==> config.mk <==
export PLATFORM = sky130hd
export DESIGN_NAME = pressed_key_table_top
export DESIGN_NICKNAME = d
export VERILOG_FILES = /design/src/design/pkt_pkg.sv /design/src/design/pkt_ram.sv /design/src/design/pressed_key_table_top.sv
export VERILOG_INCLUDE_DIRS = /design/src /design/src/design
export SDC_FILE = /design/constraint.sdc
export NUM_CORES = 1
export LEC_CHECK = 0
export ABC_CLOCK_PERIOD_IN_PS = 6200
export BUFFER_PORTS_ARGS = -buffer_cell sky130_fd_sc_hd__buf_2
export CAP_MARGIN = 0
export CORE_ASPECT_RATIO = 1.4
export CORE_MARGIN = 3
export CORE_UTILIZATION = 40
export CTS_BUF_LIST = sky130_fd_sc_hd__clkbuf_16
export DETAILED_ROUTE_END_ITERATION = 16
export GPL_ROUTABILITY_DRIVEN = 0
export SLEW_MARGIN = 10
export SYNTH_ARGS = -nofsm -noshare
export SYNTH_HDL_FRONTEND = slang
export SYNTH_SLANG_ARGS = --single-unit
==> constraint.sdc <==
create_clock -name clk -period 6.2 [get_ports clk]
set_input_delay 1.24 -clock clk [delete_from_list [all_inputs] [get_ports clk]]
set_output_delay 1.24 -clock clk [all_outputs]
set_load 0.005 [all_outputs]
==> src/design/assert_macros.svh <==
// assertion helpers shared by the rtl
`ifndef ASSERT_MACROS_SVH
`define ASSERT_MACROS_SVH

`ifndef SYNTHESIS
// property must hold at every edge outside reset
`define ASSERT_ALWAYS(lbl, clk_s, rst_n_s, prop) \
	lbl: assert property (@(posedge clk_s) disable iff (!rst_n_s) (prop)) \
		else $error("assertion failed");
// consequent must hold in the cycle after the antecedent
`define ASSERT_NEXT(lbl, clk_s, rst_n_s, ante, cons) \
	lbl: assert property (@(posedge clk_s) disable iff (!rst_n_s) (ante) |=> (cons)) \
		else $error("assertion failed");
`else
`define ASSERT_ALWAYS(lbl, clk_s, rst_n_s, prop)
`define ASSERT_NEXT(lbl, clk_s, rst_n_s, ante, cons)
`endif

`endif

==> src/design/pkt_pkg.sv <==
// ----------------------------------------------------------------------------
// pkt_pkg
// Shared constants and types of the pressed key table.
// ----------------------------------------------------------------------------
package pkt_pkg;

	localparam int MAX_KEYS = 8;
	localparam int KEY_W    = 8;
	localparam int CHAR_W   = 16;
	localparam int OP_W     = 2;
	localparam int LEVEL_W  = 4;
	localparam int IDX_W    = (MAX_KEYS > 1) ? $clog2(MAX_KEYS) : 1;
	localparam int LVL_W    = $clog2(MAX_KEYS + 1);

	typedef enum logic [OP_W-1:0] {
		OP_KEY_DOWN = 2'd0,
		OP_KEY_UP   = 2'd1,
		OP_QUERY    = 2'd2,
		OP_CHAR     = 2'd3
	} op_t;

	typedef enum logic [1:0] {
		ST_IDLE,
		ST_SEARCH,
		ST_TRIM,
		ST_RESP
	} state_t;

endpackage

==> src/design/pkt_ram.sv <==
// ----------------------------------------------------------------------------
// pkt_ram
// Generic single write, single read RAM with registered read data.
// ----------------------------------------------------------------------------
module pkt_ram #(
	parameter int WIDTH = 8,
	parameter int DEPTH = 8
) (
	input  logic                                      clk,
	input  logic                                      wr_en,
	input  logic [((DEPTH > 1) ? $clog2(DEPTH) : 1)-1:0] wr_addr,
	input  logic [WIDTH-1:0]                          wr_data,
	input  logic                                      rd_en,
	input  logic [((DEPTH > 1) ? $clog2(DEPTH) : 1)-1:0] rd_addr,
	output logic [WIDTH-1:0]                          rd_data
);

	logic [WIDTH-1:0] mem [DEPTH];

	always_ff @(posedge clk) begin
		if (wr_en) begin
			mem[wr_addr] <= wr_data;
		end
		if (rd_en) begin
			rd_data <= mem[rd_addr];
		end
	end

endmodule

==> src/design/pressed_key_table_top.sv <==
// ----------------------------------------------------------------------------
// pressed_key_table_top
// Table of held key codes with fill level and last character code.
// ----------------------------------------------------------------------------
// Usage: drive op, scan_code and char_code with start high; the beat is taken
// at an edge where busy is low. busy then stays high until the result has been
// shown. The result (held, level, current_char) is on its ports for exactly
// one cycle with done high; the receiver cannot stall it.
// The key codes live in one RAM with a registered read. A key down or query
// walks the used entries from the top, one read issued per cycle with the
// compare in the cycle after it. A key up then walks again from the top to
// trim zero entries. A character event goes straight to the result. The
// entry walk runs through the single read port; one item is worked at a time.
// Reset clears the fill level, the held flag, the character and the sequencer; the RAM is
// not cleared, as entries above the level are never read before written.
// ----------------------------------------------------------------------------
module pressed_key_table_top (
	input  logic                          clk,
	input  logic                          arst_n,
	input  logic                          start,
	output logic                          busy,
	output logic                          done,
	input  logic [pkt_pkg::OP_W-1:0]      op,
	input  logic [pkt_pkg::KEY_W-1:0]     scan_code,
	input  logic [pkt_pkg::CHAR_W-1:0]    char_code,
	output logic                          held,
	output logic [pkt_pkg::LEVEL_W-1:0]   level,
	output logic [pkt_pkg::CHAR_W-1:0]    current_char
);

`include "assert_macros.svh"

	pkt_pkg::state_t                state_q, state_d;
	pkt_pkg::op_t                   op_q;
	logic [pkt_pkg::KEY_W-1:0]      code_q, tgt_q;
	logic [pkt_pkg::LVL_W-1:0]      cnt_q, cnt_d;
	logic [pkt_pkg::LVL_W-1:0]      fill_q, fill_d;
	logic [pkt_pkg::CHAR_W-1:0]     char_q, char_d;
	logic                           held_q, held_d;
	logic                           pend_s1, pend_d;
	logic [pkt_pkg::IDX_W-1:0]      addr_s1;
	logic                           latch;

	logic                           rd_en, wr_en;
	logic [pkt_pkg::IDX_W-1:0]      rd_addr, wr_addr;
	logic [pkt_pkg::KEY_W-1:0]      wr_data, rd_data;
	logic                           issue, hit, full;

	pkt_ram #(
		.WIDTH(pkt_pkg::KEY_W),
		.DEPTH(pkt_pkg::MAX_KEYS)
	) u_entries (
		.clk    (clk),
		.wr_en  (wr_en),
		.wr_addr(wr_addr),
		.wr_data(wr_data),
		.rd_en  (rd_en),
		.rd_addr(rd_addr),
		.rd_data(rd_data)
	);

	assign issue   = (cnt_q != '0);
	assign rd_addr = pkt_pkg::IDX_W'(cnt_q - 1'b1);
	assign full    = (fill_q >= pkt_pkg::LVL_W'(pkt_pkg::MAX_KEYS));

	always_ff @(posedge clk or negedge arst_n) begin
		if (!arst_n) begin
			state_q <= pkt_pkg::ST_IDLE;
			cnt_q   <= '0;
			fill_q  <= '0;
			char_q  <= '0;
			held_q  <= 1'b0;
			pend_s1 <= 1'b0;
		end else begin
			state_q <= state_d;
			cnt_q   <= cnt_d;
			fill_q  <= fill_d;
			char_q  <= char_d;
			held_q  <= held_d;
			pend_s1 <= pend_d;
		end
	end

	// item payload and read address tracking
	always_ff @(posedge clk) begin
		if (latch) begin
			op_q   <= pkt_pkg::op_t'(op);
			code_q <= scan_code;
			// a full table looks for a zero hole on key down
			tgt_q  <= (pkt_pkg::op_t'(op) == pkt_pkg::OP_KEY_DOWN && full) ? '0 : scan_code;
		end
		addr_s1 <= rd_addr;
	end

	always_comb begin
		state_d = state_q;
		cnt_d   = cnt_q;
		fill_d  = fill_q;
		char_d  = char_q;
		held_d  = held_q;
		pend_d  = 1'b0;
		latch   = 1'b0;
		rd_en   = 1'b0;
		wr_en   = 1'b0;
		wr_addr = addr_s1;
		wr_data = code_q;
		done    = 1'b0;
		hit     = pend_s1 && (rd_data == tgt_q);
		unique case (state_q)
			pkt_pkg::ST_IDLE: begin
				if (start) begin
					latch  = 1'b1;
					held_d = 1'b0;
					cnt_d  = fill_q;
					if (pkt_pkg::op_t'(op) == pkt_pkg::OP_CHAR) begin
						char_d  = char_code;
						state_d = pkt_pkg::ST_RESP;
					end else begin
						state_d = pkt_pkg::ST_SEARCH;
					end
				end
			end
			pkt_pkg::ST_SEARCH: begin
				rd_en  = issue;
				pend_d = issue;
				if (issue) begin
					cnt_d = cnt_q - 1'b1;
				end
				if (hit || !issue) begin
					pend_d  = 1'b0;
					cnt_d   = fill_q;
					state_d = pkt_pkg::ST_RESP;
					unique case (op_q)
						pkt_pkg::OP_KEY_DOWN: begin
							if (!full) begin
								if (!hit) begin
									wr_en   = 1'b1;
									wr_addr = pkt_pkg::IDX_W'(fill_q);
									fill_d  = pkt_pkg::LVL_W'(fill_q + 1'b1);
								end
							end else if (hit) begin
								wr_en = 1'b1;
							end
						end
						pkt_pkg::OP_KEY_UP: begin
							char_d  = '0;
							state_d = pkt_pkg::ST_TRIM;
							if (hit) begin
								wr_en   = 1'b1;
								wr_data = '0;
							end
						end
						pkt_pkg::OP_QUERY: begin
							held_d = hit && (code_q != '0);
						end
						pkt_pkg::OP_CHAR: begin
							held_d = 1'b0;
						end
						default: begin
							held_d = 1'b0;
						end
					endcase
				end
			end
			pkt_pkg::ST_TRIM: begin
				// reads run ahead; the first nonzero entry ends the walk
				rd_en  = issue;
				pend_d = issue;
				if (issue) begin
					cnt_d = cnt_q - 1'b1;
				end
				if (pend_s1) begin
					if (rd_data == '0) begin
						fill_d = fill_q - 1'b1;
					end else begin
						pend_d  = 1'b0;
						state_d = pkt_pkg::ST_RESP;
					end
				end else if (!issue) begin
					state_d = pkt_pkg::ST_RESP;
				end
			end
			pkt_pkg::ST_RESP: begin
				done    = 1'b1;
				state_d = pkt_pkg::ST_IDLE;
			end
			default: begin
				state_d = pkt_pkg::ST_IDLE;
			end
		endcase
	end

	assign busy         = (state_q != pkt_pkg::ST_IDLE);
	assign held         = held_q;
	assign level        = pkt_pkg::LEVEL_W'(fill_q);
	assign current_char = char_q;

	`ASSERT_ALWAYS(a_fill_bound, clk, arst_n, fill_q <= pkt_pkg::LVL_W'(pkt_pkg::MAX_KEYS))
	`ASSERT_NEXT(a_start_busy, clk, arst_n, start && !busy, busy)
	`ASSERT_NEXT(a_done_single, clk, arst_n, done, !done && !busy)
	`ASSERT_ALWAYS(a_keyup_char, clk, arst_n, !(done && op_q == pkt_pkg::OP_KEY_UP) || char_q == '0)
	`ASSERT_ALWAYS(a_held_query, clk, arst_n, !(done && held) || op_q == pkt_pkg::OP_QUERY)

endmodule
==> flow_summary_export.csv <==
group,metric,value,unit
logic_synthesis,netlist_area,5266,µm²
power_and_ir_drop,internal_power,2162,µW
sta,fmax,0.2993,GHz
logic_synthesis,synthFlopType,"edfxtp_1",
setup_path,crit_path_end_kind,"flop",
place,post-dp-hpwl,8634,µm
power_and_ir_drop,clkPwrFrac,27.2,%
route,wl_per_cell,21.17,µm
setup_path,cp_max_fo,14,
sta,fin_tns_setup,0,ps
final_layout,final_core_util,48.47,%
worst_hold_path,hp-start,"cnt_q[0]",
die,die_area,14600,µm²
final_layout,areaGrowthSynthToFinish,18.51,%
die,rows,49,
power_and_ir_drop,p_total,3277,µW
setup_path,ff2ff_setup_slack,2860,ps
logic_synthesis,yosys.cell_types.count,58,
final_layout,drive_gt1_share,30.39,%
power_and_ir_drop,pwr-share-comb,35.5,%
setup_path,cpMaxStageDelayCell,"o22ai_1",
setup_path,ff2ff_path_depth,6,
worst_hold_path,hold_path_class,"flop to flop",
power_and_ir_drop,sw_frac_of_total,34.03,%
grt,grt_antenna_before_repair,0,
clock_network,clk_path_buf_depth,2,
die,die_x,103.0,µm
route,drtIter0Drc,159,
place,io_buffers,51,
setup_path,r2r_end,"u_entries.mem[7][5]",
setup_path,criticalPathCategory,"flop to flop",
sta,setup_viol,0,
worst_hold_path,min_to,"addr_s1[0]",
clock_network,numCtsBuffers,17,
final_layout,layout_commonest_cell,"edfxtp_1",
die,die_h,141.8,µm
sta,tightest_slew,1169,ps
clock_network,cts_resized,0,
sta,skew,11.05,ps
logic_synthesis,syn_avg_cell_area,15.81,µm²
logic_synthesis,ys_seq_area_share,65.76,%
sta,period_needed,3341,ps
place,dpl_cell_area,5698,µm²
sta,finalHoldViolations,0,
logic_synthesis,ys_async_sr_fraction,23.14,%
grt,grtUsageTotal,17.63,%
clock_network,cts_tree,"done",
grt,grt_pass1_vias,3382,
sta,min_period_over_period,53.89,%
clock_network,htreeDepth,4,
die,start_util,40.90,%
route,drtPass1Iterations,4,
final_layout,nNetsFinal,433,
clock_network,post_cts_buffers,0,
final_layout,antenna_cells,0,
final_layout,stdcell_area,6241,µm²
setup_path,rr_startpoint,"state_q[1]",
power_and_ir_drop,p_leak,0.002361,µW
logic_synthesis,syn_nets,371,
die,io_pins,52,
setup_path,critPathArrivalTime,3360,ps
die,core-area,12870,µm²
sta,rsz0062_at_grt,"no",
setup_path,crit_chain,"inv_1 > ha_1 > inv_1 > nor4_1 > nand3b_1 > o22ai_1",
route,drc,0,
setup_path,critPathMaxStageDelay,790,ps
status,status,"finished, final reports clean",
logic_synthesis,synthCells,333,
sta,slew_headroom,21.81,%
route,ant_nets,0,
power_and_ir_drop,peakVddDrop,0.0002571,V
worst_hold_path,whs_path_depth,1,
grt,grt_pass1_wl,18600,µm
flow_run,cap_violations,0,
clock_network,clock_latency,400,ps
clock_network,clock-root-buffer,"clkbuf_16",
power_and_ir_drop,p_per_area,525.1,nW/µm²
setup_path,worst-path-buf-inv,2,
grt,grt-ovfl-total,0,
final_layout,final_cell_mix,"90 x edfxtp_1, 51 x buf_2, 28 x dfrtp_1, 18 x clkbuf_16",
clock_network,clkTransAtPathRegs,50,ps
setup_path,startpoint_type,"flop",
setup_path,required,6210,ps
sta,maxSlewViolCount,0,
final_layout,fill_cells,1111,
logic_synthesis,ys_ff_latch,121,
route,dr_total_vias,3122,
route,drt-total-wl,11880,µm
logic_synthesis,yosysWarnings,0,
power_and_ir_drop,seqPwrFrac,37.4,%
route,via_per_inst,5.565,
clock_network,clock-sinks,121,
power_and_ir_drop,power.switching,1115,µW
clock_network,cts_hold_buf,0,
sta,hold_ws,484.9,ps
setup_path,crit_top_cell,"inv_1",
grt,grt_max_degree,29,
setup_path,path_delay_family,"simple AND/OR/NAND/NOR gates",
logic_synthesis,synth_edf_count,90,
routing by layer:
layer  up-vias  part of all wire (%)  GRT usage [%]
met5         -                     0              0
met4         0                   2.5          8.390
met3        20                   3.5          3.984
met2        95                    55          30.03
met1      1568                    39          20.73
li1       1439                     -              -
cells by family after synthesis:
kind of cell | after synthesis | synth area share (%)
compound gates | 60 | 8.696
xor+xnor | 13 | 2.590
fa+ha+maj | 9 | 2.281
buf+inv | 22 | 1.568
flops | 121 | 65.76
mux | 31 | 9.979
simple gates | 77 | 9.123
power by group through the flow:
stage / logic (µW) / clock network, µW / registers [µW]
2_1_floorplan: 839 / 0 / 1190
3_3_place_gp: 1170 / 0 / 1230
3_5_place_dp: 1180 / 0 / 1230
4_1_cts: 1190 / 906 / 1220
5_1_grt: 1280 / 943 / 1240
6_report: 1160 / 891 / 1220
state kept, by name (all words and copies together), names as in the netlist:
name,flops
pend_s1,1
u_entries.mem,64
u_entries.rd_data,8
level,4
code_q,8
tgt_q,8
current_char,16
cnt_q,4
state_q,2
held,1
addr_s1,3
op_q,2
stage by stage:
stage	cells	setup slack (ps)
after floorplan	333	3164
after global placement	529	2886
after detailed placement	529	2836
final	561	2859
after global routing	561	2572
after CTS	561	2867
Yosys cell counts, types with 2 or more instances:
cell type | count | share of area (%)
or3_1 | 3 | 0.36
o22ai_1 | 6 | 0.71
mux2_2 | 12 | 2.6
inv_1 | 12 | 0.86
or3_4 | 2 | 0.43
xor2_1 | 2 | 0.33
buf_1 | 2 | 0.14
and2_1 | 9 | 1.1
nand2_1 | 14 | 1.0
o211ai_1 | 2 | 0.29
a21oi_1 | 6 | 0.57
mux4_2 | 16 | 6.8
xnor2_1 | 8 | 1.3
edfxtp_1 | 90 | 51
nor2b_1 | 9 | 1.1
dfrtp_1 | 28 | 13
ha_1 | 8 | 1.9
xnor2_2 | 3 | 0.93
a221oi_1 | 2 | 0.33
dfxtp_1 | 3 | 1.1
mux2i_1 | 3 | 0.57
nor2_1 | 12 | 0.86
nor4_1 | 6 | 0.71
o32ai_1 | 2 | 0.33
nand3_1 | 5 | 0.48
and3_1 | 2 | 0.24
a21o_1 | 2 | 0.29
nor4_2 | 2 | 0.48
o21ai_0 | 11 | 1.0
a22o_1 | 16 | 2.7
clkbuf_1 | 8 | 0.57
worst register-to-register path, cell delays in order, from the launching register on:
cell      delay [ps]
dfrtp_1          420
inv_1            120
ha_1             450
inv_1            220
nor4_1           680
nand3b_1         280
o22ai_1          790
worst max path at each step:
stage | slack, ps | start | endpoint | depth (start not counted)
floorplan | 3160 | cnt_q[0] | u_entries.mem[0][0] | 7
finish | 2860 | state_q[1] | u_entries.mem[7][5] | 6
global placement | 2890 | cnt_q[0] | u_entries.mem[0][1] | 6
global route | 2570 | state_q[1] | u_entries.mem[7][5] | 6
detailed placement | 2840 | start | current_char[5] | 5
CTS | 2870 | state_q[1] | u_entries.mem[2][7] | 6
cell type report:
cell class / count / area (µm²) / area share (%)
clock buffers: 18 / 450.4 / 7.217
clock inverters: 14 / 92.59 / 1.484
inverters: 12 / 45.04 / 0.7217
multi-input cells: 190 / 1728 / 27.69
flip-flops and latches: 121 / 3463 / 55.49
well taps: 153 / 191.4 / 3.067
repair buffers: 53 / 270.3 / 4.330
Power figures use the tool's default switching activity.
